$ cat config.mk
export PLATFORM = sky130hd
export DESIGN_NAME = sprite_rle_rgb_to_rgba_converter_core
export DESIGN_NICKNAME = d
export VERILOG_FILES = /design/src/design/srrc_pkg.sv /design/src/design/srrc_step.sv /design/src/design/srrc_queue.sv /design/src/design/sprite_rle_rgb_to_rgba_converter_core.sv
export SDC_FILE = /design/constraint.sdc
export NUM_CORES = 1
export LEC_CHECK = 0
export BUFFER_PORTS_ARGS = -buffer_cell sky130_fd_sc_hd__clkbuf_2
export CORE_MARGIN = 3
export CORE_UTILIZATION = 36
export DETAILED_ROUTE_END_ITERATION = 6
export GPL_TIMING_DRIVEN = 0
export HOLD_SLACK_MARGIN = 0.1
export PLACE_DENSITY = 0.57
export SYNTH_ARGS = -nofsm -noshare
export SYNTH_HDL_FRONTEND = slang
export SYNTH_SLANG_ARGS = --single-unit
export TNS_END_PERCENT = 100
$ cat constraint.sdc
create_clock -name clk -period 8.5 [get_ports clk]
set_clock_uncertainty 0.2 [all_clocks]
set_input_delay 0.85 -clock clk [delete_from_list [all_inputs] [get_ports clk]]
set_output_delay 0.85 -clock clk [all_outputs]
set_load 0.02 [all_outputs]
$ cat src/design/srrc_pkg.sv
package srrc_pkg;

  // Decoder phases
  localparam logic [2:0] PH_TLO  = 3'd0;
  localparam logic [2:0] PH_THI  = 3'd1;
  localparam logic [2:0] PH_OLO  = 3'd2;
  localparam logic [2:0] PH_OHI  = 3'd3;
  localparam logic [2:0] PH_C0   = 3'd4;
  localparam logic [2:0] PH_C1   = 3'd5;
  localparam logic [2:0] PH_C2   = 3'd6;
  localparam logic [2:0] PH_DROP = 3'd7;

  // Result status codes
  localparam logic [1:0] ST_DATA  = 2'd0;
  localparam logic [1:0] ST_GOOD  = 2'd1;
  localparam logic [1:0] ST_OVER  = 2'd2;
  localparam logic [1:0] ST_TRUNC = 2'd3;

  localparam logic [7:0]  ALPHA_BYTE   = 8'hFF;
  localparam logic [16:0] COUNT_MAX    = 17'h1FFFF;
  localparam logic [16:0] LIMIT_RESET  = 17'd1024;
  localparam int          QUEUE_DEPTH  = 4;

  typedef struct packed {
    logic [7:0] in_byte;
    logic       in_last;
  } in_word_t;

  typedef struct packed {
    logic [7:0]  out_byte;
    logic [1:0]  status;
    logic        last_of_sprite;
    logic [16:0] total_length;
  } out_word_t;

  typedef struct packed {
    logic [2:0]  phase;
    logic [16:0] pixels_left;
    logic [7:0]  held_low_byte;
    logic [15:0] run_left;
    logic [16:0] out_count;
  } dec_state_t;

endpackage

$ cat src/design/srrc_step.sv
module srrc_step (
  input  srrc_pkg::dec_state_t st,
  input  logic [16:0]          pixel_limit,
  input  srrc_pkg::in_word_t   in_word,
  output srrc_pkg::dec_state_t st_nxt,
  output logic [1:0]           res_n,
  output srrc_pkg::out_word_t  res0,
  output srrc_pkg::out_word_t  res1
);
  import srrc_pkg::*;

  logic [7:0]  b;
  logic        last;
  logic [15:0] run_n;
  logic        over;
  logic [16:0] cnt1;
  logic [16:0] cnt2;
  logic [15:0] run_dec;
  dec_state_t  restart;

  assign b       = in_word.in_byte;
  assign last    = in_word.in_last;
  assign run_n   = {b, st.held_low_byte};
  assign over    = {1'b0, run_n} > st.pixels_left;
  assign cnt1    = (st.out_count == COUNT_MAX) ? st.out_count : st.out_count + 17'd1;
  assign cnt2    = (cnt1 == COUNT_MAX) ? cnt1 : cnt1 + 17'd1;
  assign run_dec = st.run_left - 16'd1;

  // Sprite state for the next sprite
  always_comb begin
    restart               = '0;
    restart.phase         = PH_TLO;
    restart.pixels_left   = pixel_limit;
  end

  // Decode one byte into up to two result words
  always_comb begin
    st_nxt = st;
    res_n  = 2'd0;
    res0   = '0;
    res1   = '0;
    case (st.phase)
      PH_TLO, PH_OLO, PH_C0, PH_C1: begin
        res_n = 2'd1;
        if (last) begin
          res0.status         = ST_TRUNC;
          res0.last_of_sprite = 1'b1;
          st_nxt              = restart;
        end else begin
          if (st.phase == PH_TLO || st.phase == PH_OLO) begin
            st_nxt.held_low_byte = b;
          end
          st_nxt.phase     = st.phase + 3'd1;
          st_nxt.out_count = cnt1;
          res0.out_byte    = b;
        end
      end
      PH_THI, PH_OHI: begin
        res_n = 2'd1;
        if (over) begin
          res0.status         = ST_OVER;
          res0.last_of_sprite = 1'b1;
          if (last) begin
            st_nxt = restart;
          end else begin
            st_nxt.phase = PH_DROP;
          end
        end else if (st.phase == PH_OHI && run_n == 16'd0) begin
          if (last) begin
            res0.out_byte       = b;
            res0.status         = ST_GOOD;
            res0.last_of_sprite = 1'b1;
            res0.total_length   = cnt1;
            st_nxt              = restart;
          end else begin
            st_nxt.pixels_left = st.pixels_left - {1'b0, run_n};
            st_nxt.run_left    = run_n;
            st_nxt.phase       = PH_TLO;
            st_nxt.out_count   = cnt1;
            res0.out_byte      = b;
          end
        end else if (last) begin
          res0.status         = ST_TRUNC;
          res0.last_of_sprite = 1'b1;
          st_nxt              = restart;
        end else begin
          st_nxt.pixels_left = st.pixels_left - {1'b0, run_n};
          st_nxt.out_count   = cnt1;
          res0.out_byte      = b;
          if (st.phase == PH_THI) begin
            st_nxt.phase = PH_OLO;
          end else begin
            st_nxt.run_left = run_n;
            st_nxt.phase    = PH_C0;
          end
        end
      end
      PH_C2: begin
        if (last && run_dec != 16'd0) begin
          res_n               = 2'd1;
          res0.status         = ST_TRUNC;
          res0.last_of_sprite = 1'b1;
          st_nxt              = restart;
        end else begin
          res_n         = 2'd2;
          res0.out_byte = b;
          res1.out_byte = ALPHA_BYTE;
          if (last) begin
            res1.status         = ST_GOOD;
            res1.last_of_sprite = 1'b1;
            res1.total_length   = cnt2;
            st_nxt              = restart;
          end else begin
            st_nxt.run_left  = run_dec;
            st_nxt.out_count = cnt2;
            st_nxt.phase     = (run_dec == 16'd0) ? PH_TLO : PH_C0;
          end
        end
      end
      default: begin
        // Drop bytes until the end of the sprite
        if (last) begin
          st_nxt = restart;
        end
      end
    endcase
  end

endmodule

$ cat src/design/srrc_queue.sv
module srrc_queue (
  input  logic                clk,
  input  logic                rst_n,
  input  logic [1:0]          push_n,
  input  srrc_pkg::out_word_t push0,
  input  srrc_pkg::out_word_t push1,
  input  logic                pop,
  output logic                not_empty,
  output logic                room_for_two,
  output srrc_pkg::out_word_t head
);
  import srrc_pkg::*;

  localparam int PTR_W = $clog2(QUEUE_DEPTH);
  localparam int CNT_W = $clog2(QUEUE_DEPTH + 1);

  out_word_t        mem [QUEUE_DEPTH];
  logic [PTR_W-1:0] wr_ptr_r, wr_ptr_nxt;
  logic [PTR_W-1:0] rd_ptr_r, rd_ptr_nxt;
  logic [CNT_W-1:0] count_r, count_nxt;
  logic [PTR_W-1:0] wr_ptr_plus1;

  assign wr_ptr_plus1 = wr_ptr_r + PTR_W'(1);
  assign not_empty    = count_r != '0;
  assign room_for_two = count_r <= CNT_W'(QUEUE_DEPTH - 2);
  assign head         = mem[rd_ptr_r];

  // Advance pointers and occupancy
  always_comb begin
    wr_ptr_nxt = wr_ptr_r + PTR_W'(push_n);
    rd_ptr_nxt = rd_ptr_r + PTR_W'(pop);
    count_nxt  = count_r + CNT_W'(push_n) - CNT_W'(pop);
  end

  always_ff @(posedge clk) begin
    if (!rst_n) begin
      wr_ptr_r <= '0;
      rd_ptr_r <= '0;
      count_r  <= '0;
    end else begin
      wr_ptr_r <= wr_ptr_nxt;
      rd_ptr_r <= rd_ptr_nxt;
      count_r  <= count_nxt;
    end
  end

  // Store pushed words
  always_ff @(posedge clk) begin
    if (push_n != 2'd0) begin
      mem[wr_ptr_r] <= push0;
    end
    if (push_n == 2'd2) begin
      mem[wr_ptr_plus1] <= push1;
    end
  end

endmodule

$ cat src/design/sprite_rle_rgb_to_rgba_converter_core.sv
// Run-length sprite converter: RGB opaque runs in, RGBA opaque runs out.
// Input channel (in_valid/in_stall/in_data) carries one payload byte a word,
// with in_last on the final byte of a sprite. Output channel
// (out_valid/out_stall/out_data) carries converted bytes, the end-of-sprite
// word with the total length, or a single error word.
// cfg_valid/cfg_data loads the pixel budget; cfg_ready is always high and a
// write also restarts the budget of the sprite in progress. Write it only
// while the block is idle.
// Each accepted byte is decoded in the cycle it is taken and its zero, one or
// two result words are registered into a four-word output queue whose head
// drives out_data. A byte is taken every cycle while the queue holds at most
// two words, so count and colour bytes run at one per cycle and a colour
// triple yields four words; the single output port sets the sustained rate
// of one output word per cycle while out_stall is low.
// in_stall rises when the queue holds more than two words, so a stall on the
// output backs up to the input without losing a word.
// Reset empties the queue, sets the budget to 1024 and waits for the
// transparent count of a new record.
module sprite_rle_rgb_to_rgba_converter_core (
  input  logic                clk,
  input  logic                rst_n,
  input  logic                in_valid,
  output logic                in_stall,
  input  srrc_pkg::in_word_t  in_data,
  output logic                out_valid,
  input  logic                out_stall,
  output srrc_pkg::out_word_t out_data,
  input  logic                cfg_valid,
  output logic                cfg_ready,
  input  logic [16:0]         cfg_data
);
  import srrc_pkg::*;

  dec_state_t  st_r, st_nxt, step_nxt;
  logic [16:0] pixel_limit_r;
  logic        in_take;
  logic        room;
  logic [1:0]  res_n;
  logic [1:0]  push_n;
  out_word_t   res0, res1;

  assign cfg_ready = 1'b1;
  assign in_stall  = !room;
  assign in_take   = in_valid && room;
  assign push_n    = in_take ? res_n : 2'd0;

  srrc_step u_step (
    .st          (st_r),
    .pixel_limit (pixel_limit_r),
    .in_word     (in_data),
    .st_nxt      (step_nxt),
    .res_n       (res_n),
    .res0        (res0),
    .res1        (res1)
  );

  srrc_queue u_queue (
    .clk          (clk),
    .rst_n        (rst_n),
    .push_n       (push_n),
    .push0        (res0),
    .push1        (res1),
    .pop          (out_valid && !out_stall),
    .not_empty    (out_valid),
    .room_for_two (room),
    .head         (out_data)
  );

  // Advance decoder state; a budget write reloads the pixels left
  always_comb begin
    st_nxt = in_take ? step_nxt : st_r;
    if (cfg_valid) begin
      st_nxt.pixels_left = cfg_data;
    end
  end

  always_ff @(posedge clk) begin
    if (!rst_n) begin
      st_r                <= '{PH_TLO, LIMIT_RESET, 8'd0, 16'd0, 17'd0};
      pixel_limit_r       <= LIMIT_RESET;
    end else begin
      st_r <= st_nxt;
      if (cfg_valid) begin
        pixel_limit_r <= cfg_data;
      end
    end
  end

endmodule
==> metrics.md <==
| Metric | Value |
|---|---|
| Int Pwr | `1.91 mW` |
| Final Setup Violations | `0` |
| Max Slew Vio Count | `0` |
| Worst VDD drop | `about 150 uV` |
| Congestion Overflow GR | `0` |
| DRC Markers | `0` |
| Post-CTS Setup Bufs | `0` |
| Synth top cells by count | `109 x nand2_1, 108 x edfxtp_1, 97 x nor2_1` |
| Syn_nets | `1315` |
| Worst EP arrival | `5.35 ns` |
| Seq pwr share | `between 40 and 50%` |
| CP endpoint kind | `flip-flop` |
| Worst Hold Endpoint | `pixel_limit_r[10]` |
| Combinational Power Share | `slightly above 30%` |
| Setup TNS | `0 ns` |
| Reg2reg end | `u_queue.mem[0][1]` |
| Largest net degree at the start of global routing | `28` |
| Number of synthesis warnings | `0` |
| Layout Cells excl Fill | `1779` |
| Chip width | `188 um` |
| Synth Flop Type | `edfxtp_1` |
| Ys async rst share | `0%` |
| HP Class | `reg2reg` |
| Die extent in y | `roughly 190 um` |
| Cell Area, Synth | `roughly 0.012 mm^2` |
| Min-delay src | `pixel_limit_r[10]` |
| Hpwl dp | `between 20 and 30 mm` |
| Starting Density | `a little under two fifths` |
| Hold_ws | `~0.27 ns` |
| Clock Tree Root | `clkbuf_16` |
| Tmin final | `around 5.4 ns` |
| Slew @ Worst Pin | `roughly 1.3 ns` |
| P_leak | `around 4.6 nW` |
| Worst-path cell chain | `buf_2, nand4_1, nor3_2, nand2_1, xor2_1, ha_1, inv_1, a311o_1, nor2_1, nand4_1, nor2_2, mux2i_1, o22ai_1` |
| CTS tree | `done` |
| CTS clk-pin slew, worst paths | `about 0.080 ns` |
| Cells after Synth | `~1300` |
| Synth top area share | `27.3%` |
| Switching Fraction | `between 30% and 40%` |
| Largest area contributor in the netlist | `edfxtp_1` |
| Core area | `about 0.032 mm^2` |
| Reg2reg setup slack | `~3.1 ns` |
| Worst skew pair latency | `between 0.4 and 0.5 ns` |
| Area growth, synth to finish | `12.3%` |
| Cts hold-fix bufs | `0` |
| DR WL/cell | `20.9 um` |
| Max-slew headroom | `between 10% and 20%` |
| Nets | `about 1400` |
| CP Launch Type | `flip-flop` |
| Avg Synthesized Cell Area | `roughly 9.5 um^2` |
| H-tree levels | `4` |
| Max Cap Viol | `0` |
| Clock power share | `a little under 30%` |
| CP max-delay cell | `nor2_1` |
| Final Hold Vio Count | `0` |
| Routability-driven placement congestion ratio | `roughly 0.92` |
| CP required | `8.48 ns` |
| Net Sw Power | `roughly 0.98 mW` |
| Routed via count | `10500` |
| Die area | `between 0.03 and 0.04 mm^2` |
| Routed wire length | `~37 mm` |
| Final worst slack | `around 3.1 ns` |
| Num Clock Sinks | `between 150 and 200` |
| Initial antenna violation count | `0` |
| WHS Path Cells | `2` |
| Layout cells sized above 1 | `a little over an eighth` |
| Initial drt markers | `between 1000 and 1500` |
| Synth top area cells | `edfxtp_1 27%, dfxtp_1 15%, mux4_2 5.3%, o21ai_0 3.8%, nand2_1 3.4%` |
| Number of diodes | `0` |
| Number of synthesized register bits | `197` |
| Vias per cell | `between 5 and 6` |
| Reg2reg start | `st_r[5]` |
| Site Rows | `65` |
| Placed cells | `around 1700` |
| Top delay family on crit path | `simple AND/OR/NAND/NOR gates` |
| Buf/Inv on CP | `2` |
| Post-DRT Antenna Nets | `0` |
| Crit path max fanout | `9` |
| Top-count cell post-synth | `nand2_1` |
| Top-Level Pins | `62` |
| Vias in the first global route | `between 10000 and 15000` |
| Num CTS Buffers | `17` |
| Status | `completed` |
| Max incr delay on CP | `a little under 0.6 ns` |
| CTS Buffer Depth | `2` |
| CP Class | `reg2reg` |
| Max Freq | `roughly 190 MHz` |
| Power per cell area | `around 220 mW/mm^2` |
| Total GRT Usage | `between 20% and 30%` |
| First-pass iteration count of the detailed router | `6` |
| Period utilization | `63.1%` |
| Unrepaired setup endpoints after global routing | `no` |
| Post-synth EDFFs | `108` |
| First-pass GRT wire length | `58.2 mm` |
| Post-CTS sizing | `0` |
| PortBufs | `just under 60` |
| Worst reg2reg path depth | `13` |
| Library cells used by synthesis | `between 90 and 100` |
| Register area share after synthesis | `42.3%` |
| Place WS | `between 3 and 4 ns` |
| Crit path top cell by count | `nand4_1` |
-- cell type report --
class,instances,area [um^2]
multi-input cells,929,6350
repair buffers,59,318
flip-flops and latches,197,5020
fillers,3199,18700
plain buffers,87,354
clock inverters,12,140
clock buffers,20,447
inverters,40,150
well taps,435,544
-- registers in the layout, summed over array words and instances (netlist names) --
name and count:
u_queue.mem 112, st_r 61, pixel_limit_r 17, u_queue.count_r 3, u_queue.rd_ptr_r 2, u_queue.wr_ptr_r 2
-- kinds of logic (layout without fill, tap and decap cells) --
family / count (synthesis) / count (layout) / synth area share, %
XOR/XNOR: 37 / 37 / 2.73
AO/OA/AOI/OAI: 382 / 382 / 21.4
other: 1 / 1 / 0.0316
adder cells (fa/ha/maj): 31 / 31 / 3.39
buffers and inverters: 127 / 218 / 4.25
flip-flops: 197 / 197 / 42.3
AND/OR/NAND/NOR: 416 / 416 / 17.6
multiplexers: 62 / 62 / 8.27
-- worst max-delay path by stage --
stage / from / end / slack (ns) / cells after the start
after global routing: st_r[5] / u_queue.mem[0][1] / 3.06 / 13
after CTS: st_r[17] / u_queue.mem[3][2] / 3.35 / 11
after floorplan: st_r[17] / u_queue.mem[2][0] / 4.58 / 11
final: st_r[5] / u_queue.mem[0][1] / 3.13 / 13
after global placement: st_r[5] / u_queue.mem[0][1] / 3.32 / 13
after detailed placement: st_r[5] / u_queue.mem[0][1] / 3.38 / 13
-- power by group through the flow --
stage | clock [mW] | sequential, mW | combinational (mW)
4_1_cts | 0.858 | 1.17 | 0.887
2_1_floorplan | 0 | 1.17 | 0.630
5_1_grt | 0.890 | 1.18 | 0.967
6_report | 0.847 | 1.16 | 0.880
3_3_place_gp | 0 | 1.18 | 0.865
3_5_place_dp | 0 | 1.19 | 0.883
-- stage by stage --
stage	util (%)	total power, mW	instance area [um^2]
after global placement	39.7	2.05	12700
after floorplan	-	1.80	11900
after global routing	41.6	3.03	13300
final	41.6	2.89	13300
after CTS	41.6	2.91	13300
after detailed placement	39.7	2.07	12700
-- cell usage in the layout, fill, tap and decap left out, types with 11 or more instances in the layout --
| cell | n |
|---|---|
| xor2_1 | 12 |
| and3_1 | 11 |
| nand4_1 | 19 |
| o21ai_1 | 17 |
| or3_1 | 15 |
| dfxtp_1 | 89 |
| a211oi_1 | 13 |
| o21ai_0 | 91 |
| clkbuf_1 | 65 |
| clkbuf_16 | 17 |
| buf_2 | 12 |
| a22oi_1 | 11 |
| mux4_2 | 28 |
| a31oi_1 | 12 |
| clkbuf_2 | 59 |
| edfxtp_1 | 108 |
| o211ai_1 | 16 |
| nand2_1 | 106 |
| inv_1 | 38 |
| o221ai_1 | 13 |
| xnor2_1 | 25 |
| a21oi_1 | 60 |
| nand3_1 | 50 |
| ha_1 | 29 |
| mux2i_1 | 25 |
| o21a_1 | 18 |
| nor2_1 | 97 |
| nor3_1 | 32 |
| o22ai_1 | 42 |
| nor4_1 | 11 |
-- layer usage --
layer / track usage, % / part of all wire [%]
met1: 29.3 / 46
met5: 0 / 0
met4: 6.58 / 2.3
met3: 3.08 / 5.9
met2: 33.7 / 46
-- tightest hold or removal path, delay by kind of cell, from the launching register on --
kind | cells | cell delay, ns
AOI/OAI and AO/OA | 1 | 0.06
DFF | 1 | 0.32
buffers and inverters | 1 | 0.05
Power figures use the tool's default switching activity.
